[config.mk]
export PLATFORM = sky130hd
export DESIGN_NAME = modifier_chord_arbiter_flat
export DESIGN_NICKNAME = d
export VERILOG_FILES = /design/src/rtl/mca_pkg.sv /design/src/rtl/mca_evt_if.sv /design/src/rtl/mca_res_if.sv /design/src/rtl/mca_slot_mem.sv /design/src/rtl/modifier_chord_arbiter.sv /design/src/flat_wrapper.sv
export SDC_FILE = /design/constraint.sdc
export NUM_CORES = 2
export LEC_CHECK = 0
export BUFFER_PORTS_ARGS = -buffer_cell sky130_fd_sc_hd__buf_4
export CORE_UTILIZATION = 35
export CTS_CLUSTER_SIZE = 24
export DETAILED_ROUTE_END_ITERATION = 10
export GPL_ROUTABILITY_DRIVEN = 0
export SYNTH_ARGS = -nofsm -noshare
export SYNTH_HDL_FRONTEND = slang
export SYNTH_SLANG_ARGS = --single-unit
[constraint.sdc]
create_clock -name clk -period 13.5 [get_ports clk]
set_clock_uncertainty 0.1 [all_clocks]
set_input_delay 0 -clock clk [delete_from_list [all_inputs] [get_ports clk]]
set_output_delay 0 -clock clk [all_outputs]
set_load 0.01 [all_outputs]
[src/rtl/mca_pkg.sv]
`default_nettype none
package mca_pkg;

	localparam logic [3:0] ANY_MOD_MASK = 4'hF;

	localparam logic [2:0] KEY_CTRL  = 3'd1;
	localparam logic [2:0] KEY_SHIFT = 3'd2;
	localparam logic [2:0] KEY_ALT   = 3'd3;
	localparam logic [2:0] KEY_SUPER = 3'd4;

	typedef enum logic [1:0] {
		ACT_PRESS   = 2'd0,
		ACT_RELEASE = 2'd1,
		ACT_ORPHAN  = 2'd2,
		ACT_SWITCH  = 2'd3
	} action_t;

	typedef enum logic [1:0] {
		OP_PUSH,
		OP_FWD,
		OP_REPLAY,
		OP_CONSUME
	} op_t;

	typedef enum logic [1:0] {
		ST_IDLE,
		ST_SWEEP,
		ST_TAIL
	} state_t;

	typedef struct packed {
		logic        pressed;
		logic [9:0]  key_code;
		logic [31:0] key_symbol;
		logic [31:0] modifiers;
		logic [20:0] code_point;
		logic [31:0] timestamp;
	} slot_t;

	typedef struct packed {
		action_t     action;
		logic [9:0]  key_code;
		logic [31:0] key_symbol;
		logic [31:0] modifiers;
		logic [20:0] code_point;
		logic [31:0] timestamp;
		logic        last;
	} res_t;

endpackage
`default_nettype wire

[src/rtl/mca_evt_if.sv]
`default_nettype none
interface mca_evt_if;
	logic        valid;
	logic        ready;
	logic        mode;
	logic [9:0]  key_code;
	logic [31:0] key_symbol;
	logic [31:0] event_modifiers;
	logic [20:0] code_point;
	logic [31:0] timestamp;
	logic [3:0]  held_modifiers;
	logic [2:0]  key_class;

	modport source (
		output valid, mode, key_code, key_symbol, event_modifiers, code_point, timestamp,
			held_modifiers, key_class,
		input  ready
	);
	modport sink (
		input  valid, mode, key_code, key_symbol, event_modifiers, code_point, timestamp,
			held_modifiers, key_class,
		output ready
	);
endinterface
`default_nettype wire

[src/rtl/mca_res_if.sv]
`default_nettype none
interface mca_res_if;
	logic        valid;
	logic        ready;
	logic [1:0]  action;
	logic [9:0]  out_key_code;
	logic [31:0] out_key_symbol;
	logic [31:0] out_modifiers;
	logic [20:0] out_code_point;
	logic [31:0] out_timestamp;
	logic        last;

	modport source (
		output valid, action, out_key_code, out_key_symbol, out_modifiers, out_code_point,
			out_timestamp, last,
		input  ready
	);
	modport sink (
		input  valid, action, out_key_code, out_key_symbol, out_modifiers, out_code_point,
			out_timestamp, last,
		output ready
	);
endinterface
`default_nettype wire

[src/rtl/mca_slot_mem.sv]
`default_nettype none
module mca_slot_mem #(
	parameter int DEPTH = 16
) (
	input  wire logic                     clk,
	input  wire logic                     we,
	input  wire logic [$clog2(DEPTH)-1:0] waddr,
	input  wire mca_pkg::slot_t           wdata,
	input  wire logic [$clog2(DEPTH)-1:0] raddr,
	output mca_pkg::slot_t                rdata
);

	mca_pkg::slot_t mem [DEPTH];

	always_ff @(posedge clk) begin
		if (we) begin
			mem[waddr] <= wdata;
		end
	end

	always_ff @(posedge clk) begin
		rdata <= mem[raddr];
	end

endmodule
`default_nettype wire

[src/rtl/modifier_chord_arbiter.sv]
// A forwarded event is registered on acceptance and presented from the tail state.
// Replay/consume: sweep of the slot memory (synchronous read), one slot per
// cycle unless a result stalls, then the tail result; no event is taken meanwhile.
// A buffered press or release leaves the arbiter idle and yields no result.
// Reset (arst_n low, async): idle, buffer empty, chord_mask = ctrl+shift.
// Slot memory has no reset; only written slots are read.
`default_nettype none
module modifier_chord_arbiter #(
	parameter int BUFFER_DEPTH = 16
) (
	input  wire logic       clk,
	input  wire logic       arst_n,
	input  wire logic       cfg_we,
	input  wire logic [3:0] cfg_wdata,
	mca_evt_if.sink         evt,
	mca_res_if.source       res
);

	localparam int IDX_W = $clog2(BUFFER_DEPTH);
	localparam int CNT_W = $clog2(BUFFER_DEPTH + 1);

	logic [3:0]         chord_mask_q;
	logic               buffering_q;
	logic [CNT_W-1:0]   held_count_q;
	logic [CNT_W-1:0]   count_q;
	logic [IDX_W-1:0]   idx_q;
	logic [IDX_W-1:0]   idx_d;
	mca_pkg::op_t       op_q;
	mca_pkg::op_t       op;
	mca_pkg::state_t    state_q;
	mca_pkg::state_t    state_d;
	mca_pkg::slot_t     cur_q;
	mca_pkg::slot_t     in_slot;
	mca_pkg::slot_t     rd_slot;
	mca_pkg::res_t      out_q;
	mca_pkg::res_t      out_d;
	logic               out_valid_q;

	logic accept;
	logic out_free;
	logic advance;
	logic load_out;
	logic emit_need;
	logic last_slot;
	logic is_chord;
	logic forbid;
	logic full_held;
	logic do_write;

	assign in_slot = '{pressed: evt.mode, key_code: evt.key_code, key_symbol: evt.key_symbol,
		modifiers: evt.event_modifiers, code_point: evt.code_point, timestamp: evt.timestamp};

	always_comb begin
		unique case (evt.key_class)
			mca_pkg::KEY_CTRL:  is_chord = chord_mask_q[0];
			mca_pkg::KEY_SHIFT: is_chord = chord_mask_q[1];
			mca_pkg::KEY_ALT:   is_chord = chord_mask_q[2];
			mca_pkg::KEY_SUPER: is_chord = chord_mask_q[3];
			default:            is_chord = 1'b0;
		endcase
	end

	assign forbid    = |(evt.held_modifiers & (mca_pkg::ANY_MOD_MASK & ~chord_mask_q));
	assign full_held = (evt.held_modifiers & chord_mask_q) == chord_mask_q;

	always_comb begin
		priority if (!buffering_q) begin
			op = (evt.mode && is_chord && full_held && !forbid) ? mca_pkg::OP_PUSH
				: mca_pkg::OP_FWD;
		end else if (evt.mode) begin
			op = (!is_chord || forbid || held_count_q >= CNT_W'(BUFFER_DEPTH - 1))
				? mca_pkg::OP_REPLAY : mca_pkg::OP_PUSH;
		end else if (forbid) begin
			op = mca_pkg::OP_REPLAY;
		end else begin
			op = ((evt.held_modifiers & chord_mask_q) != 4'd0) ? mca_pkg::OP_PUSH
				: mca_pkg::OP_CONSUME;
		end
	end

	assign accept   = evt.valid && evt.ready;
	assign do_write = accept && (op == mca_pkg::OP_PUSH || op == mca_pkg::OP_CONSUME)
		&& held_count_q < CNT_W'(BUFFER_DEPTH);
	assign out_free = !out_valid_q || res.ready;
	assign emit_need = (op_q == mca_pkg::OP_REPLAY) || !rd_slot.pressed;
	assign last_slot = (CNT_W'(idx_q) + CNT_W'(1)) == count_q;
	assign idx_d = accept ? '0 : (advance ? idx_q + IDX_W'(1) : idx_q);

	mca_slot_mem #(.DEPTH(BUFFER_DEPTH)) u_mem (
		.clk   (clk),
		.we    (do_write),
		.waddr (held_count_q[IDX_W-1:0]),
		.wdata (in_slot),
		.raddr (idx_d),
		.rdata (rd_slot)
	);

	always_comb begin
		state_d   = state_q;
		advance   = 1'b0;
		load_out  = 1'b0;
		evt.ready = 1'b0;
		out_d     = '0;
		unique case (state_q)
			mca_pkg::ST_IDLE: begin
				evt.ready = 1'b1;
				if (evt.valid) begin
					unique case (op)
						mca_pkg::OP_PUSH: state_d = mca_pkg::ST_IDLE;
						mca_pkg::OP_FWD:  state_d = mca_pkg::ST_TAIL;
						default:          state_d = mca_pkg::ST_SWEEP;
					endcase
				end
			end
			mca_pkg::ST_SWEEP: begin
				if (!emit_need || out_free) begin
					advance  = 1'b1;
					load_out = emit_need;
					out_d = '{action: (op_q == mca_pkg::OP_REPLAY)
							? (rd_slot.pressed ? mca_pkg::ACT_PRESS : mca_pkg::ACT_RELEASE)
							: mca_pkg::ACT_ORPHAN,
						key_code: rd_slot.key_code, key_symbol: rd_slot.key_symbol,
						modifiers: rd_slot.modifiers, code_point: rd_slot.code_point,
						timestamp: rd_slot.timestamp, last: 1'b0};
					if (last_slot) begin
						state_d = mca_pkg::ST_TAIL;
					end
				end
			end
			mca_pkg::ST_TAIL: begin
				if (out_free) begin
					load_out = 1'b1;
					state_d  = mca_pkg::ST_IDLE;
					if (op_q == mca_pkg::OP_CONSUME) begin
						out_d.action = mca_pkg::ACT_SWITCH;
						out_d.last   = 1'b1;
					end else begin
						out_d = '{action: cur_q.pressed ? mca_pkg::ACT_PRESS
								: mca_pkg::ACT_RELEASE,
							key_code: cur_q.key_code, key_symbol: cur_q.key_symbol,
							modifiers: cur_q.modifiers, code_point: cur_q.code_point,
							timestamp: cur_q.timestamp, last: 1'b1};
					end
				end
			end
			default: begin
				state_d = mca_pkg::ST_IDLE;
			end
		endcase
	end

	always_ff @(posedge clk or negedge arst_n) begin
		if (!arst_n) begin
			state_q <= mca_pkg::ST_IDLE;
		end else begin
			state_q <= state_d;
		end
	end

	always_ff @(posedge clk or negedge arst_n) begin
		if (!arst_n) begin
			chord_mask_q <= 4'd3;
			buffering_q  <= 1'b0;
			held_count_q <= '0;
			out_valid_q  <= 1'b0;
			op_q         <= mca_pkg::OP_PUSH;
			count_q      <= '0;
			idx_q        <= '0;
		end else begin
			if (cfg_we) begin
				chord_mask_q <= cfg_wdata;
			end
			if (accept) begin
				op_q  <= op;
				idx_q <= '0;
				unique case (op)
					mca_pkg::OP_PUSH: begin
						buffering_q <= 1'b1;
						if (do_write) begin
							held_count_q <= held_count_q + CNT_W'(1);
						end
					end
					mca_pkg::OP_FWD: begin
					end
					mca_pkg::OP_REPLAY: begin
						count_q      <= held_count_q;
						held_count_q <= '0;
						buffering_q  <= 1'b0;
					end
					default: begin
						count_q      <= held_count_q + CNT_W'(do_write);
						held_count_q <= '0;
						buffering_q  <= 1'b0;
					end
				endcase
			end else if (advance) begin
				idx_q <= idx_q + IDX_W'(1);
			end
			if (load_out) begin
				out_valid_q <= 1'b1;
			end else if (res.ready) begin
				out_valid_q <= 1'b0;
			end
		end
	end

	always_ff @(posedge clk) begin
		if (accept) begin
			cur_q <= in_slot;
		end
		if (load_out) begin
			out_q <= out_d;
		end
	end

	assign res.valid          = out_valid_q;
	assign res.action         = out_q.action;
	assign res.out_key_code   = out_q.key_code;
	assign res.out_key_symbol = out_q.key_symbol;
	assign res.out_modifiers  = out_q.modifiers;
	assign res.out_code_point = out_q.code_point;
	assign res.out_timestamp  = out_q.timestamp;
	assign res.last           = out_q.last;

endmodule
`default_nettype wire

[src/flat_wrapper.sv]
// flat-port wrapper written by rule: the top's interface ports become plain ports
module modifier_chord_arbiter_flat 
#(
	parameter int BUFFER_DEPTH = 16
)
  (clk, arst_n, cfg_we, cfg_wdata, evt_valid, evt_mode, evt_key_code, evt_key_symbol, evt_event_modifiers, evt_code_point, evt_timestamp, evt_held_modifiers, evt_key_class, evt_ready, res_valid, res_action, res_out_key_code, res_out_key_symbol, res_out_modifiers, res_out_code_point, res_out_timestamp, res_last, res_ready);
  mca_evt_if evt_i ();
  mca_res_if res_i ();
  input  wire logic clk;
  input  wire logic arst_n;
  input  wire logic cfg_we;
  input  wire logic [3:0] cfg_wdata;
  input wire logic [$bits(evt_i.valid)-1:0] evt_valid;
  input wire logic [$bits(evt_i.mode)-1:0] evt_mode;
  input wire logic [$bits(evt_i.key_code)-1:0] evt_key_code;
  input wire logic [$bits(evt_i.key_symbol)-1:0] evt_key_symbol;
  input wire logic [$bits(evt_i.event_modifiers)-1:0] evt_event_modifiers;
  input wire logic [$bits(evt_i.code_point)-1:0] evt_code_point;
  input wire logic [$bits(evt_i.timestamp)-1:0] evt_timestamp;
  input wire logic [$bits(evt_i.held_modifiers)-1:0] evt_held_modifiers;
  input wire logic [$bits(evt_i.key_class)-1:0] evt_key_class;
  output wire logic [$bits(evt_i.ready)-1:0] evt_ready;
  output wire logic [$bits(res_i.valid)-1:0] res_valid;
  output wire logic [$bits(res_i.action)-1:0] res_action;
  output wire logic [$bits(res_i.out_key_code)-1:0] res_out_key_code;
  output wire logic [$bits(res_i.out_key_symbol)-1:0] res_out_key_symbol;
  output wire logic [$bits(res_i.out_modifiers)-1:0] res_out_modifiers;
  output wire logic [$bits(res_i.out_code_point)-1:0] res_out_code_point;
  output wire logic [$bits(res_i.out_timestamp)-1:0] res_out_timestamp;
  output wire logic [$bits(res_i.last)-1:0] res_last;
  input wire logic [$bits(res_i.ready)-1:0] res_ready;
  assign evt_i.valid = evt_valid;
  assign evt_i.mode = evt_mode;
  assign evt_i.key_code = evt_key_code;
  assign evt_i.key_symbol = evt_key_symbol;
  assign evt_i.event_modifiers = evt_event_modifiers;
  assign evt_i.code_point = evt_code_point;
  assign evt_i.timestamp = evt_timestamp;
  assign evt_i.held_modifiers = evt_held_modifiers;
  assign evt_i.key_class = evt_key_class;
  assign evt_ready = evt_i.ready;
  assign res_valid = res_i.valid;
  assign res_action = res_i.action;
  assign res_out_key_code = res_i.out_key_code;
  assign res_out_key_symbol = res_i.out_key_symbol;
  assign res_out_modifiers = res_i.out_modifiers;
  assign res_out_code_point = res_i.out_code_point;
  assign res_out_timestamp = res_i.out_timestamp;
  assign res_last = res_i.last;
  assign res_i.ready = res_ready;
  modifier_chord_arbiter #(.BUFFER_DEPTH(BUFFER_DEPTH)) u_core (.clk(clk), .arst_n(arst_n), .cfg_we(cfg_we), .cfg_wdata(cfg_wdata), .evt(evt_i), .res(res_i));
endmodule
[Yosys cells after proc, flatten, opt, wreduce, memory -nomap -nowiden]
Memory sizes are Yosys's and may differ from the RTL's. A register that Yosys moved wholly into a read port is not among the register bits.
Index checks and enable logic that the tools add are counted.
Operators by class
  add/sub/neg operators: 4
  $mul: 0
  divide/modulo/power cells: 0
  $lt $le $gt $ge: 2
  eq/ne operators: 18
  shifts and indexed selects: 0
  muxes and demuxes: 37
  bitwise logic cells: 5
  reductions and logical operators: 27
Operators by type and width (count)
  $mux 130: 2
  $pmux 130 s2: 1
  $mux 127: 1
  $mux 2: 11
  $pmux 5 s2: 2
  $mux 1: 12
  $eq 2x2->1 const B: 5
  $and 4x4->4: 2
  $mux 4: 2
  $ne 2x1->1 const B: 4
  $eq 3x2->1 const B: 2
  $logic_and 1x1->1: 6
  $logic_or 1x1->1: 6
  $pmux 2 s3: 1
  $add 4x1->5 const B: 1
  $add 5x1->5: 1
  $add 5x1->5 const B: 1
  $eq 5x5->1: 1
  $ge 5x4->1 const B: 1
  $logic_not 1->1: 5
  $lt 5x5->1 const B: 1
  $mux 5: 1
  $add 4x1->4 const B: 1
  $eq 2x1->1 const B: 2
  17 further kinds: 21
Word-level totals
  register bits after elaboration: 282
  bits in latches: 0
  RAM bits: 2048
  memory bits (read-only): 0
  input bits: 144
  output and inout bits: 132
  logic and storage cells: 115
  memories: 1
Memories
  u_core.u_mem.mem: words 16, bits a word 128, read ports 1, clocked after Yosys merged registers in 1, write ports 1, RTL line mca_slot_mem.sv:13  | mca_pkg::slot_t mem [DEPTH];

[Longest topological paths before layout]
  depth in word-level cells: 14
  gate-level depth with buffers: 16
  mapped depth without buffers: 14

[Modules after synthesis]
From an unflattened synthesis, not the netlist that was laid out.
Second synthesis, totals
  cell total of the unflattened synthesis: 4093
  area, all modules: 90630.7 um^2
By module, submodules not included
  mca_slot_mem: times used 1, cells an instance 3365, area each 79331.1 um^2, sequential area each 64061.4 um^2
  modifier_chord_arbiter: times used 1, cells an instance 728, area each 11299.6 um^2, sequential area each 8350.5 um^2

[Worst setup path after synthesis]
No wires, ideal clock.
  path type: reg2reg
  start: register u_core.chord_mask_q[1]
  end: memory u_core.u_mem.mem[3][0] in the netlist's numbering, enable pin
  library setup time: 0.772 ns
  data arrival time: 11.225 ns
  data required time: 12.628 ns
  setup slack: 1.404 ns
  stages on the path, launching flop included: 11
  buffers on the path: 0
  clock period less this slack: 12.096 ns
  cell sequence: dfstp_2 > nor2b_1 > a2111oi_0 > o211ai_1 > a2111oi_0 > nor2_1 > inv_1 > ha_1 > nor3_1 > nand2_1 > nor3_1
Between the ends
  cells in the longest elaborated chain, start to end: 14
  elaborated cells between the ends (all ways): 27
  classes of those cells: eq/ne: 2; mux: 9; bitwise: 3; reduce/logical: 13
RTL lines
  start, declared: RTL line modifier_chord_arbiter.sv:22  | logic [3:0] chord_mask_q;
  start signal, assigned: RTL line modifier_chord_arbiter.sv:171  | chord_mask_q <= cfg_wdata;
  $not 4->4: RTL line modifier_chord_arbiter.sv:63  | assign forbid = |(evt.held_modifiers & (mca_pkg::ANY_MOD_MASK & ~chord_mask_q));
  $and 4x4->4: RTL line modifier_chord_arbiter.sv:63
  $reduce_or 4->1: RTL line modifier_chord_arbiter.sv:63
  $logic_or 1x1->1 (2 in series): RTL line modifier_chord_arbiter.sv:71  | op = (!is_chord || forbid || held_count_q >= CNT_W'(BUFFER_DEPTH - 1))
  $mux 2: RTL line modifier_chord_arbiter.sv:72  | ? mca_pkg::OP_REPLAY : mca_pkg::OP_PUSH;
  $mux 2 *: RTL line modifier_chord_arbiter.sv:70  | end else if (evt.mode) begin
  $mux 2 *: RTL line modifier_chord_arbiter.sv:67  | priority if (!buffering_q) begin
  net u_core.op[1]: RTL line modifier_chord_arbiter.sv:29  | mca_pkg::op_t op;
  $eq 2x2->1 / $logic_not 2->1 (equally long branches): RTL line modifier_chord_arbiter.sv:82  | assign do_write = accept && (op == mca_pkg::OP_PUSH || op == mca_pkg::OP_CONSUME)
  $logic_or 1x1->1 *: RTL line modifier_chord_arbiter.sv:82
  $logic_and 1x1->1 *: RTL line modifier_chord_arbiter.sv:82
  $logic_and 1x1->1 *: RTL line modifier_chord_arbiter.sv:83  | && held_count_q < CNT_W'(BUFFER_DEPTH);
  $mux 1 *: RTL line mca_slot_mem.sv:16  | if (we) begin
  $mux 1 (not written as such) *: RTL line mca_slot_mem.sv:17  | mem[waddr] <= wdata;
  end, declared: RTL line mca_slot_mem.sv:13
Mark *: on every way through the listed nets, which the timed path passes. The rest lies on a longest branch.

[Worst setup path in the final report]
  start: register u_core.chord_mask_q[1]
  end: memory u_core.u_mem.mem[8][8] in the netlist's numbering, enable pin
Between the ends
  cells in the longest elaborated chain, start to end: 14
  elaborated cells between the ends (all ways): 27
  classes of those cells: eq/ne: 2; mux: 9; bitwise: 3; reduce/logical: 13
RTL lines (RTL line)
  $not 4->4: modifier_chord_arbiter.sv:63
  $and 4x4->4: modifier_chord_arbiter.sv:63
  $reduce_or 4->1: modifier_chord_arbiter.sv:63
  $logic_or 1x1->1 (2 in series): modifier_chord_arbiter.sv:71
  $mux 2: modifier_chord_arbiter.sv:72
  $mux 2: modifier_chord_arbiter.sv:70
  $mux 2 *: modifier_chord_arbiter.sv:67
  $eq 2x2->1 / $logic_not 2->1 (equally long branches): modifier_chord_arbiter.sv:82
  $logic_or 1x1->1 *: modifier_chord_arbiter.sv:82
  $logic_and 1x1->1 *: modifier_chord_arbiter.sv:82
  $logic_and 1x1->1 *: modifier_chord_arbiter.sv:83
  $mux 1 *: mca_slot_mem.sv:16
  $mux 1 (not written as such) *: mca_slot_mem.sv:17
Every way passes the cells marked *; elsewhere a longest branch is shown, timed or not.

==> flow_metrics.tcl <==
set metrics [dict create \
    worst_setup_path_start_kind "flop" \
    synth_enable_flop_cells 2306 \
    vias_per_cell 5.61 \
    coreArea_mm2 0.269 \
    cts_resized 0 \
    start_util_pct 35.3 \
    async_reset_ff_share_pct 0.976 \
    syn-num-nets 6417 \
    wire_per_inst_um 26.5 \
    drtIter0Drc 7012 \
    yosysMostFrequentCell "edfxtp_1" \
    ctsLongestPathBuffers 4 \
    slew_headroom_pct 14.0 \
    seqPwrFrac_pct 50.2 \
    area_growth_pct 18.0 \
    cts_hold_buf 287 \
    htreeDepth 5 \
    cts_buffers 274 \
    hold_end "u_core.u_mem.mem[12][68]" \
    place_inst 9754 \
    cp-end-kind "flop" \
    r2r_slack_ns 6.21 \
    hold-path-cell-count 2 \
    setup_tns_ns 0 \
    insertion_delay_ns 0.93 \
    num_rows 190 \
    ff2ff_path_depth 13 \
    nNetsFinal 6923 \
    hpwl_um 138000 \
    path_clk_slew_ns 0.06 \
    r2r-end "u_core.u_mem.mem[8][8]" \
    synth_top_flop_cell "edfxtp_1" \
    hold_class "input pin to flop" \
    drc_errors 0 \
    overflow 0 \
    die_h_um 523 \
    slowest_stage "buf_4" \
    synth.area.top_cells "edfxtp_1, a21oi_1, mux2i_1, nand2_1, dfxtp_1" \
    die_area_mm2 0.273 \
    avgSynthCellArea_um2 15.2 \
    status "finished clean" \
    cp_common_cell "buf_4" \
    required_ns 13.90 \
    die_width_um 523 \
    grt_pass1_vias 57700 \
    power.leakage_nw 35.6 \
    netlist_instances 6259 \
    finalCriticalPeriod_ns 7.29 \
    netlist.area_leader.share_pct 73.0 \
    grt_pass1_wl_um 401000 \
    net-switching-power_mw 4.05 \
    cts_tree "done" \
    ys_ff_latch 2458 \
    drive_above_1_share_pct 12.2 \
    final-seq-area_mm2 0.0724 \
    worst_ep_arrival_time_ns 7.69 \
    grt_antenna_before_repair 33 \
    grt_max_degree 145 \
    yosys_warnings 0 \
    crit_chain "nor2b_1 -> a2111oi_0 -> dlygate4sd3_1 -> nand2b_1 -> o22a_1 -> dlygate4sd3_1 -> ha_1 -> nor3_1 -> nand2_1 -> nor2_4 -> buf_4 -> buf_4 -> buf_4" \
    first_pass_iters 6 \
    synth.distinct_cells 77 \
    p_sw_share_pct 23.3 \
    cts.sinks 2458 \
    n_fill_cell 24200 \
    slew_viol_final 0 \
    synthTopCellsByCount "edfxtp_1, nand2_1, a21oi_1" \
    path_class "flop to flop" \
    hold_viol_final 0 \
    p_int_mw 13.3 \
    setup_viol 0 \
    powerDensity_mw_per_mm2 155 \
    grtUsageTotal_pct 19.9 \
    yosysTopAreaCell "edfxtp_1" \
    postCtsSetupBuffers 0 \
    fin_crit_sh_pct 54.0 \
    ir_worst_vdd_mv 0.131 \
    worstPathMaxFanout 45 \
    min_from "evt_event_modifiers[15]" \
    root_buffer "clkbuf_16" \
    wl_um 279000 \
    yosysSeqAreaShare_pct 76.4 \
    max_freq_mhz 137 \
    drt.antenna.violating_nets 0 \
    syn_area_mm2 0.0948 \
    tightestPinTransition_ns 1.29 \
    max_stage_delay_ns 0.92 \
    pin_count 276 \
    p_clk_share_pct 41.2 \
    p_comb_share_pct 8.7 \
    io_buffer_count 275 \
    vias 59000 \
    rsz0062_at_grt "false" \
    instances_no_fill 10500 \
    multi_input_area_mm2 0.0206 \
    max_cap_viol_count 0 \
    rr_startpoint "u_core.chord_mask_q[1]" \
]
-- state kept, by name (all words and copies together) (netlist names) --
register and cells:
u_core.cur_q 128, u_core.u_mem.mem 2048, u_core.count_q 5, u_core.op_q 2
u_core.state_q 2, u_core.res.action 2, u_core.res.out_key_code 10, u_core.res.last 1
u_core.chord_mask_q 4, u_core.res.out_modifiers 32, u_core.buffering_q 1, u_core.u_mem.rdata 128
u_core.idx_q 4, u_core.res.valid 1, u_core.held_count_q 5, u_core.res.out_code_point 21
u_core.res.out_timestamp 32, u_core.res.out_key_symbol 32
-- worst max-delay path: cells and delay by family (launching register included) --
family	cells	cell delay, ns
buffers and inverters	5	3.72
AO/OA/AOI/OAI	2	0.72
adder cells (fa/ha/maj)	1	0.33
flip-flops	1	0.56
AND/OR/NAND/NOR	5	1.26
-- power by group through the flow --
stage / registers [mW] / logic, mW / clock network (mW)
after CTS: 8.72 / 1.52 / 7.25
after global placement: 8.87 / 1.42 / 0
after global routing: 8.73 / 1.60 / 7.54
final: 8.71 / 1.50 / 7.15
after floorplan: 8.95 / 0.626 / 0
after detailed placement: 8.87 / 1.44 / 0
-- worst max path at each step --
stage / from / end / slack, ns / cells after the start
global placement: u_core.state_q[1] / u_core.u_mem.rdata[17] / 6.65 / 14
CTS: u_core.chord_mask_q[1] / u_core.u_mem.mem[8][8] / 6.33 / 13
detailed placement: u_core.state_q[1] / u_core.u_mem.rdata[97] / 6.51 / 14
global route: u_core.chord_mask_q[1] / u_core.u_mem.mem[8][8] / 5.92 / 13
finish: u_core.chord_mask_q[1] / u_core.u_mem.mem[8][8] / 6.21 / 13
floorplan: u_core.chord_mask_q[1] / u_core.u_mem.mem[3][0] / 1.40 / 10
-- per-layer routing --
layer  up-vias  global-route usage [%]  share of wire (%)
met4        18                    4.93                2.2
met3       482                    3.62                8.8
met1     30100                    27.9                 42
met5         -                       0              0.042
met2      2951                    31.8                 47
li1      25500                       -                  -
-- cells in the final DEF, fill, tap and decap left out, drive strengths merged, types with 65 or more instances in the layout --
master,instances
a21oi,718
a221oi,195
a22oi,138
a31oi,119
buf,386
clkbuf,360
clkinv,81
dfxtp,128
dlygate4sd3,286
edfxtp,2306
mux2i,317
nand2,740
nand3,147
nor2,152
nor2b,133
o21ai,162
o221ai,65
-- cell type report --
cell class | count | share of cell area (%)
flip-flops and latches | 2458 | 64.7
multi-input cells | 3337 | 18.4
clock buffers | 360 | 6.64
repair buffers | 672 | 5.27
well taps | 3552 | 3.97
clock inverters | 113 | 0.928
inverters | 22 | 0.103
diodes | 9 | 0.0201
-- cells by family after synthesis --
logic type                 after synthesis  synth area share [%]
xor gates and xnor gates                11                 0.129
adders and majority gates               14                 0.185
muxes                                  342                  3.66
AOI/OAI and AO/OA                     1670                  11.3
and+or+nand+nor                       1300                  6.05
buffers and inverters                  464                  2.28
DFF                                   2458                  76.4
-- through the flow --
stage / area (um^2) / worst slack [ns] / hold WS [ns] / utilization [%] / total power [mW]
floorplan: 94800 / 1.40 / -0.396 / - / 9.57
global placement: 101000 / 6.65 / -0.168 / 37.4 / 10.3
detailed placement: 101000 / 6.51 / -0.169 / 37.4 / 10.3
CTS: 112000 / 6.33 / 0.0173 / 41.7 / 17.5
global route: 112000 / 5.92 / 0.00732 / 41.7 / 17.9
finish: 112000 / 6.21 / 0.0450 / 41.7 / 17.4
Note: power is estimated with default switching activity, not from simulation.
